**src/rtl/tdpt_pkg.sv**
```systemverilog
`timescale 1ns / 1ps
`default_nettype none
// ----------------------------------------------------------------------------
// tdpt_pkg
// Shared constants and types for the trial division prime test block.
// ----------------------------------------------------------------------------
package tdpt_pkg;

   localparam int WIDTH    = 32;
   localparam int CAND_W   = 32;
   localparam int SQ_W     = WIDTH + 2;
   localparam int CNT_W    = $clog2(WIDTH);
   localparam int FIRST_D  = 3;
   localparam int FIRST_SQ = FIRST_D * FIRST_D;

   typedef enum logic [1:0] {
      ST_IDLE,
      ST_CHECK,
      ST_DIV,
      ST_TEST
   } state_type;

   typedef struct packed {
      logic load;
      logic div_start;
      logic div_step;
      logic next_div;
   } cmd_type;

   typedef struct packed {
      logic lt2;
      logic eq2;
      logic even;
      logic bound_ok;
      logic div_last;
      logic rem_zero;
   } status_type;

endpackage

`default_nettype wire

```
**src/rtl/trial_division_prime_test_top.sv**
```systemverilog
`timescale 1ns / 1ps
`default_nettype none
// ----------------------------------------------------------------------------
// trial_division_prime_test_top
// Tests one unsigned candidate per item and returns a prime flag.
// ----------------------------------------------------------------------------
// One item is worked on at a time. Values below two, even values and odd
// values below nine take their flag from the first check state. Any other
// odd candidate takes, for each odd trial divisor, a bound check against
// the running square, WIDTH steps of the bit-serial remainder unit and a
// zero test. The result sits in an output register, so a new item is taken
// as soon as the sequencer returns to idle even while the last flag waits.
// ----------------------------------------------------------------------------
module trial_division_prime_test_top
   import tdpt_pkg::*;
(
   input  wire logic              clock,
   input  wire logic              reset,
   input  wire logic              req_valid,
   output logic                   req_stall,
   input  wire logic [CAND_W-1:0] req_candidate,
   output logic                   rsp_valid,
   input  wire logic              rsp_stall,
   output logic                   rsp_prime_flag
);

   cmd_type    cmd;
   status_type status;
   logic       busy;

   tdpt_ctrl u_ctrl (
      .clock          (clock),
      .reset          (reset),
      .req_valid      (req_valid),
      .req_stall      (req_stall),
      .rsp_valid      (rsp_valid),
      .rsp_stall      (rsp_stall),
      .rsp_prime_flag (rsp_prime_flag),
      .status         (status),
      .cmd            (cmd),
      .busy           (busy)
   );

   tdpt_datapath u_datapath (
      .clock     (clock),
      .candidate (req_candidate),
      .cmd       (cmd),
      .status    (status)
   );

   a_cmd_onehot: assert property (@(posedge clock) disable iff (reset)
      $onehot0({cmd.load, cmd.div_start, cmd.div_step, cmd.next_div}))
      else $error("more than one datapath command at once");

   a_accept_busy: assert property (@(posedge clock) disable iff (reset)
      (req_valid && !req_stall) |=> busy)
      else $error("sequencer not busy after taking an item");

   a_rsp_from_busy: assert property (@(posedge clock) disable iff (reset)
      $rose(rsp_valid) |-> $past(busy))
      else $error("result raised without an item in work");

endmodule

`default_nettype wire

```
**src/rtl/tdpt_datapath.sv**
```systemverilog
`timescale 1ns / 1ps
`default_nettype none
// ----------------------------------------------------------------------------
// tdpt_datapath
// Candidate, trial divisor, running square and bit-serial remainder unit.
// ----------------------------------------------------------------------------
module tdpt_datapath
   import tdpt_pkg::*;
(
   input  wire logic              clock,
   input  wire logic [CAND_W-1:0] candidate,
   input  wire cmd_type           cmd,
   output status_type             status
);

   logic [WIDTH-1:0] n_ff,     n_in;
   logic [WIDTH-1:0] d_ff,     d_in;
   logic [SQ_W-1:0]  sq_ff,    sq_in;
   logic [WIDTH-1:0] rem_ff,   rem_in;
   logic [WIDTH-1:0] shift_ff, shift_in;
   logic [CNT_W-1:0] cnt_ff,   cnt_in;

   logic [WIDTH:0]   rem_shift;
   logic [WIDTH:0]   rem_sub;

   assign rem_shift = {rem_ff, shift_ff[WIDTH-1]};
   assign rem_sub   = rem_shift - {1'b0, d_ff};

   always_comb begin
      n_in     = n_ff;
      d_in     = d_ff;
      sq_in    = sq_ff;
      rem_in   = rem_ff;
      shift_in = shift_ff;
      cnt_in   = cnt_ff;
      if (cmd.load) begin
         n_in  = WIDTH'(candidate);
         d_in  = WIDTH'(FIRST_D);
         sq_in = SQ_W'(FIRST_SQ);
      end
      if (cmd.div_start) begin
         rem_in   = '0;
         shift_in = n_ff;
         cnt_in   = '0;
      end
      if (cmd.div_step) begin
         if (rem_shift >= {1'b0, d_ff}) begin
            rem_in = rem_sub[WIDTH-1:0];
         end else begin
            rem_in = rem_shift[WIDTH-1:0];
         end
         shift_in = {shift_ff[WIDTH-2:0], 1'b0};
         cnt_in   = cnt_ff + CNT_W'(1);
      end
      // (d+2)^2 = d^2 + 4d + 4
      if (cmd.next_div) begin
         d_in  = d_ff + WIDTH'(2);
         sq_in = sq_ff + {d_ff, 2'b00} + SQ_W'(4);
      end
   end

   always_ff @(posedge clock) begin
      n_ff     <= n_in;
      d_ff     <= d_in;
      sq_ff    <= sq_in;
      rem_ff   <= rem_in;
      shift_ff <= shift_in;
      cnt_ff   <= cnt_in;
   end

   always_comb begin
      status.lt2      = (n_ff < WIDTH'(2));
      status.eq2      = (n_ff == WIDTH'(2));
      status.even     = ~n_ff[0];
      status.bound_ok = (sq_ff <= SQ_W'(n_ff));
      status.div_last = (cnt_ff == CNT_W'(WIDTH - 1));
      status.rem_zero = (rem_ff == '0);
   end

endmodule

`default_nettype wire

```
**src/rtl/tdpt_ctrl.sv**
```systemverilog
`timescale 1ns / 1ps
`default_nettype none
// ----------------------------------------------------------------------------
// tdpt_ctrl
// Sequencer for the trial loop and the registered result stage.
// ----------------------------------------------------------------------------
module tdpt_ctrl
   import tdpt_pkg::*;
(
   input  wire logic       clock,
   input  wire logic       reset,
   input  wire logic       req_valid,
   output logic            req_stall,
   output logic            rsp_valid,
   input  wire logic       rsp_stall,
   output logic            rsp_prime_flag,
   input  wire status_type status,
   output cmd_type         cmd,
   output logic            busy
);

   state_type state_ff, state_in;
   logic      rsp_valid_ff, rsp_valid_in;
   logic      flag_ff, flag_in;
   logic      out_free;

   assign out_free       = ~rsp_valid_ff | ~rsp_stall;
   assign req_stall      = (state_ff != ST_IDLE);
   assign busy           = (state_ff != ST_IDLE);
   assign rsp_valid      = rsp_valid_ff;
   assign rsp_prime_flag = flag_ff;

   always_ff @(posedge clock) begin
      if (reset) begin
         state_ff     <= ST_IDLE;
         rsp_valid_ff <= 1'b0;
      end else begin
         state_ff     <= state_in;
         rsp_valid_ff <= rsp_valid_in;
      end
   end

   always_ff @(posedge clock) begin
      flag_ff <= flag_in;
   end

   always_comb begin
      state_in     = state_ff;
      rsp_valid_in = rsp_valid_ff & rsp_stall;
      flag_in      = flag_ff;
      cmd          = '0;
      case (state_ff)
         ST_IDLE: begin
            if (req_valid) begin
               cmd.load = 1'b1;
               state_in = ST_CHECK;
            end
         end
         ST_CHECK: begin
            if (status.lt2 | status.even | ~status.bound_ok) begin
               if (out_free) begin
                  rsp_valid_in = 1'b1;
                  flag_in      = status.eq2 |
                                 (~status.lt2 & ~status.even & ~status.bound_ok);
                  state_in     = ST_IDLE;
               end
            end else begin
               cmd.div_start = 1'b1;
               state_in      = ST_DIV;
            end
         end
         ST_DIV: begin
            cmd.div_step = 1'b1;
            if (status.div_last) begin
               state_in = ST_TEST;
            end
         end
         ST_TEST: begin
            if (status.rem_zero) begin
               if (out_free) begin
                  rsp_valid_in = 1'b1;
                  flag_in      = 1'b0;
                  state_in     = ST_IDLE;
               end
            end else begin
               cmd.next_div = 1'b1;
               state_in     = ST_CHECK;
            end
         end
         default: begin
            state_in = ST_IDLE;
         end
      endcase
   end

endmodule

`default_nettype wire

```
**config.mk**
```make
export PLATFORM = sky130hd
export DESIGN_NAME = trial_division_prime_test_top
export DESIGN_NICKNAME = d
export VERILOG_FILES = /design/src/rtl/tdpt_pkg.sv /design/src/rtl/trial_division_prime_test_top.sv /design/src/rtl/tdpt_datapath.sv /design/src/rtl/tdpt_ctrl.sv
export SDC_FILE = /design/constraint.sdc
export NUM_CORES = 1
export LEC_CHECK = 0
export BUFFER_PORTS_ARGS = -buffer_cell sky130_fd_sc_hd__buf_2
export CAP_MARGIN = 20
export CORE_MARGIN = 2
export CORE_UTILIZATION = 35
export CTS_CLUSTER_SIZE = 28
export DETAILED_ROUTE_END_ITERATION = 10
export GPL_ROUTABILITY_DRIVEN = 0
export GPL_TIMING_DRIVEN = 0
export PLACE_DENSITY = 0.57
export SLEW_MARGIN = 10
export SYNTH_ARGS = -nofsm -noshare
export SYNTH_HDL_FRONTEND = slang
export SYNTH_SLANG_ARGS = --single-unit
```
**constraint.sdc**
```tcl
create_clock -name clock -period 6.8 [get_ports clock]
set_clock_uncertainty 0.05 [all_clocks]
set_input_delay 0.68 -clock clock [delete_from_list [all_inputs] [get_ports clock]]
set_output_delay 0.68 -clock clock [all_outputs]
set_load 0.03 [all_outputs]
```
==> results.txt <==
DRC = 0
CP Data Arrival Time = 4.29 ns
Power Density = 221.2 mW/mm^2
Crit Path Class = register to register
Period utilization = 62.04%
Critical path's slowest cell = nand2b_4
Mapped Cells = 1,059
Die area = 0.03313 sq mm
Fin util = 39.75%
Starting DRT DRC Count = 395
Distinct cells, synth = 57
Critical Path Start Type = register
Num rows = 65
Synth top area share = 44.13%
Via-per-instance ratio = 5.238
RSZ-0062 raised after global routing = false
Primary FF master, synth = edfxtp_1
Final Power = 2.761 mW
Hold_sp = req_candidate[26]
Post-CTS Repair Setup Buffers = 0
Drt total wl = 25.25 mm
Maximum clock path buffer count = 2
Initial antenna violation count = 0
I/O Buffers = 38
Crit. End Element = register
EDFF count, synth = 163
Peak supply drop = 0.1464 mV
DR WL/cell = 16.46 um
Overflow after GRT = 0
Setup TNS = 0 ns
Mean Syn Cell Area = 10.47 sq um
Post-CTS Hold Buffers = 0
TritonCTS clock tree = yes
# resized after CTS = 0
Drt pass-1 iters = 5
Clock Pin Slew Worst Setup and Hold Paths = 0.07 ns
Hold Path Class = primary input to register
Nets@finish = 1,281
Max stage delay on crit path = 0.46 ns
Diodes inserted = 0
Synth Register Bits = 167
Proportion of layout cells with a drive suffix above 1 = 8.039%
Clk_lat worst skew = 0.43 ns
Critical Path Fanout Max = 38
Syn Std Cell Area = 0.01109 sq mm
Ys async rst share = 0%
Die X = 182.0 um
Tmin final = 4.218 ns
Post-synth top area cell = edfxtp_1
Leak pwr = 5.063 nW
DR vias = 8,035
Maxcap violations = 0
Commonest cells post-synth = 163 x edfxtp_1, 123 x ha_1, 115 x nor2_1
First-pass GRT wire length = 40.58 mm
Post-synthesis sequential area ratio = 44.86%
Vias in the first global route = 7,709
Tightest Pin Transition = 0.8350 ns
Die Ht = 182.0 um
Synth Net Count = 1,220
Synth-to-layout area growth = 12.52%
CORE AREA = 0.03139 sq mm
Run status = complete, no violations
Fin worst setup slack = 2.582 ns
Initial Util = 35.33%
DP HPWL = 19.57 mm
CTS Buf Count = 17
Synth top area cells = edfxtp_1 44%, ha_1 14%, xnor2_1 5.1%
Pin count of the biggest net entering global routing = 39
Antenna viol nets, final = 0
Worst Path Buf+Inv = 3
Relative slew slack = 44.09%
Max Freq = 237.1 MHz
Warnings from Yosys = 0
Crit Reg-Reg Startpoint = u_datapath.sq_ff[7]
# setup viols final = 0
Crit-path cells = ha_1 > a21o_1 > a21o_1 > a21oi_1 > a21oi_1 > o21ai_0 > o2111ai_1 > a21boi_1 > and3_1 > clkbuf_1 > buf_2 > nand2b_4 > buf_12
Pre-CTS setup slack = 2.569 ns
Root Buffer = clkbuf_16
Most common cell in the netlist = edfxtp_1
CTS Sinks = 167
Crit path max-delay family = compound AO/OA/AOI/OAI gates
H-tree depth = 4
Gr usage total = 15.59%
CP Data Required Time = 6.87 ns
CP Launch Point = u_datapath.sq_ff[7]
Final hold violation count = 0
IO Count = 39
Fin. max-slew vios = 0
-- layer usage --
layer	share of wire, %	vias up	track usage (%)
met5	0	-	0
met1	50	3800	21.46
met4	1.8	0	4.903
li1	-	4054	-
met3	3.6	25	2.667
met2	45	156	25.04
-- cell families (layout without fill, tap and decap cells) --
family                     count (synthesis)  after routing  share of synthesized area (%)
muxes                                     25             25                          2.256
buffers and inverters                    104            177                          3.757
adders and majority gates                125            125                          14.24
and+or+nand+nor                          317            317                          13.68
AOI/OAI and AO/OA                        236            236                          14.50
DFF                                      167            167                          44.86
xor gates and xnor gates                  85             85                          6.713
-- cell type report --
| cell class | count | area, sq um |
|---|---|---|
| plain buffers | 27 | 127.6 |
| clock buffers | 17 | 425.4 |
| clock inverters | 14 | 156.4 |
| fillers | 3035 | 18910 |
| inverters | 77 | 289.0 |
| multi-input cells | 788 | 5725 |
| flip-flops and latches | 167 | 4975 |
| well taps | 402 | 503.0 |
| repair buffers | 42 | 277.8 |
-- cell usage in the layout, fill, tap and decap left out, drive strengths merged, types with 9 or more instances in the layout --
master  Yosys  layout
ha        123     123
edfxtp    163     163
xnor2      64      64
mux2i      25      25
xor2       21      21
nand2b      9       9
clkbuf     20      37
nor3       25      25
buf         7      49
nor4       17      17
a21oi      57      57
nor2b      13      13
nand2      50      50
inv        77      85
nor2      115     115
nand4      25      25
nand3      29      29
o21ai      41      41
a21o       45      45
a22o       32      32
a211oi     10      10
-- per-stage QoR --
step,hold WS (ns),instances,instance area [sq um]
after global placement,0.4095,1499,11780
after floorplan,0.3914,1059,11090
after CTS,0.3508,1534,12480
after global routing,0.3440,1534,12480
after detailed placement,0.4185,1503,11900
final,0.3648,1534,12480
-- report_power, final --
group / internal [mW] / total [mW] / switching [mW] / leakage (nW)
clock network: 0.519 / 0.960 / 0.441 / 0.273
logic: 0.237 / 0.549 / 0.311 / 3.20
registers: 1.20 / 1.25 / 0.0546 / 1.59
total: 1.95 / 2.76 / 0.807 / 5.06
-- sequential cells by signal, summed over array words and instances, names as in the netlist --
signal and count:
u_datapath.d_ff 31, u_datapath.rem_ff 32, u_ctrl.state_ff 2, u_datapath.n_ff 32, u_ctrl.rsp_valid 1, u_datapath.cnt_ff 5
u_ctrl.rsp_prime_flag 1, u_datapath.shift_ff 32, u_datapath.sq_ff 31
-- worst paths after layout --
kind | end | slack, ns | depth (start not counted)
worst max-delay path | u_datapath.rem_ff[10] | 2.58 | 13
worst min-delay path | u_datapath.n_ff[26] | 0.36 | 1
worst max register to register | u_datapath.rem_ff[10] | 2.58 | 13
worst min register to register | u_datapath.shift_ff[0] | 0.42 | 1
-- worst reg2reg max path: cells and delay by family (launching register included) --
family                   cells  cell delay, ns
AO/OA/AOI/OAI                7            1.43
adder cells (fa/ha/maj)      1            0.34
buffers and inverters        3            0.96
flip-flops                   1            0.44
AND/OR/NAND/NOR              2            0.67
Note: power is estimated with default switching activity, not from simulation.
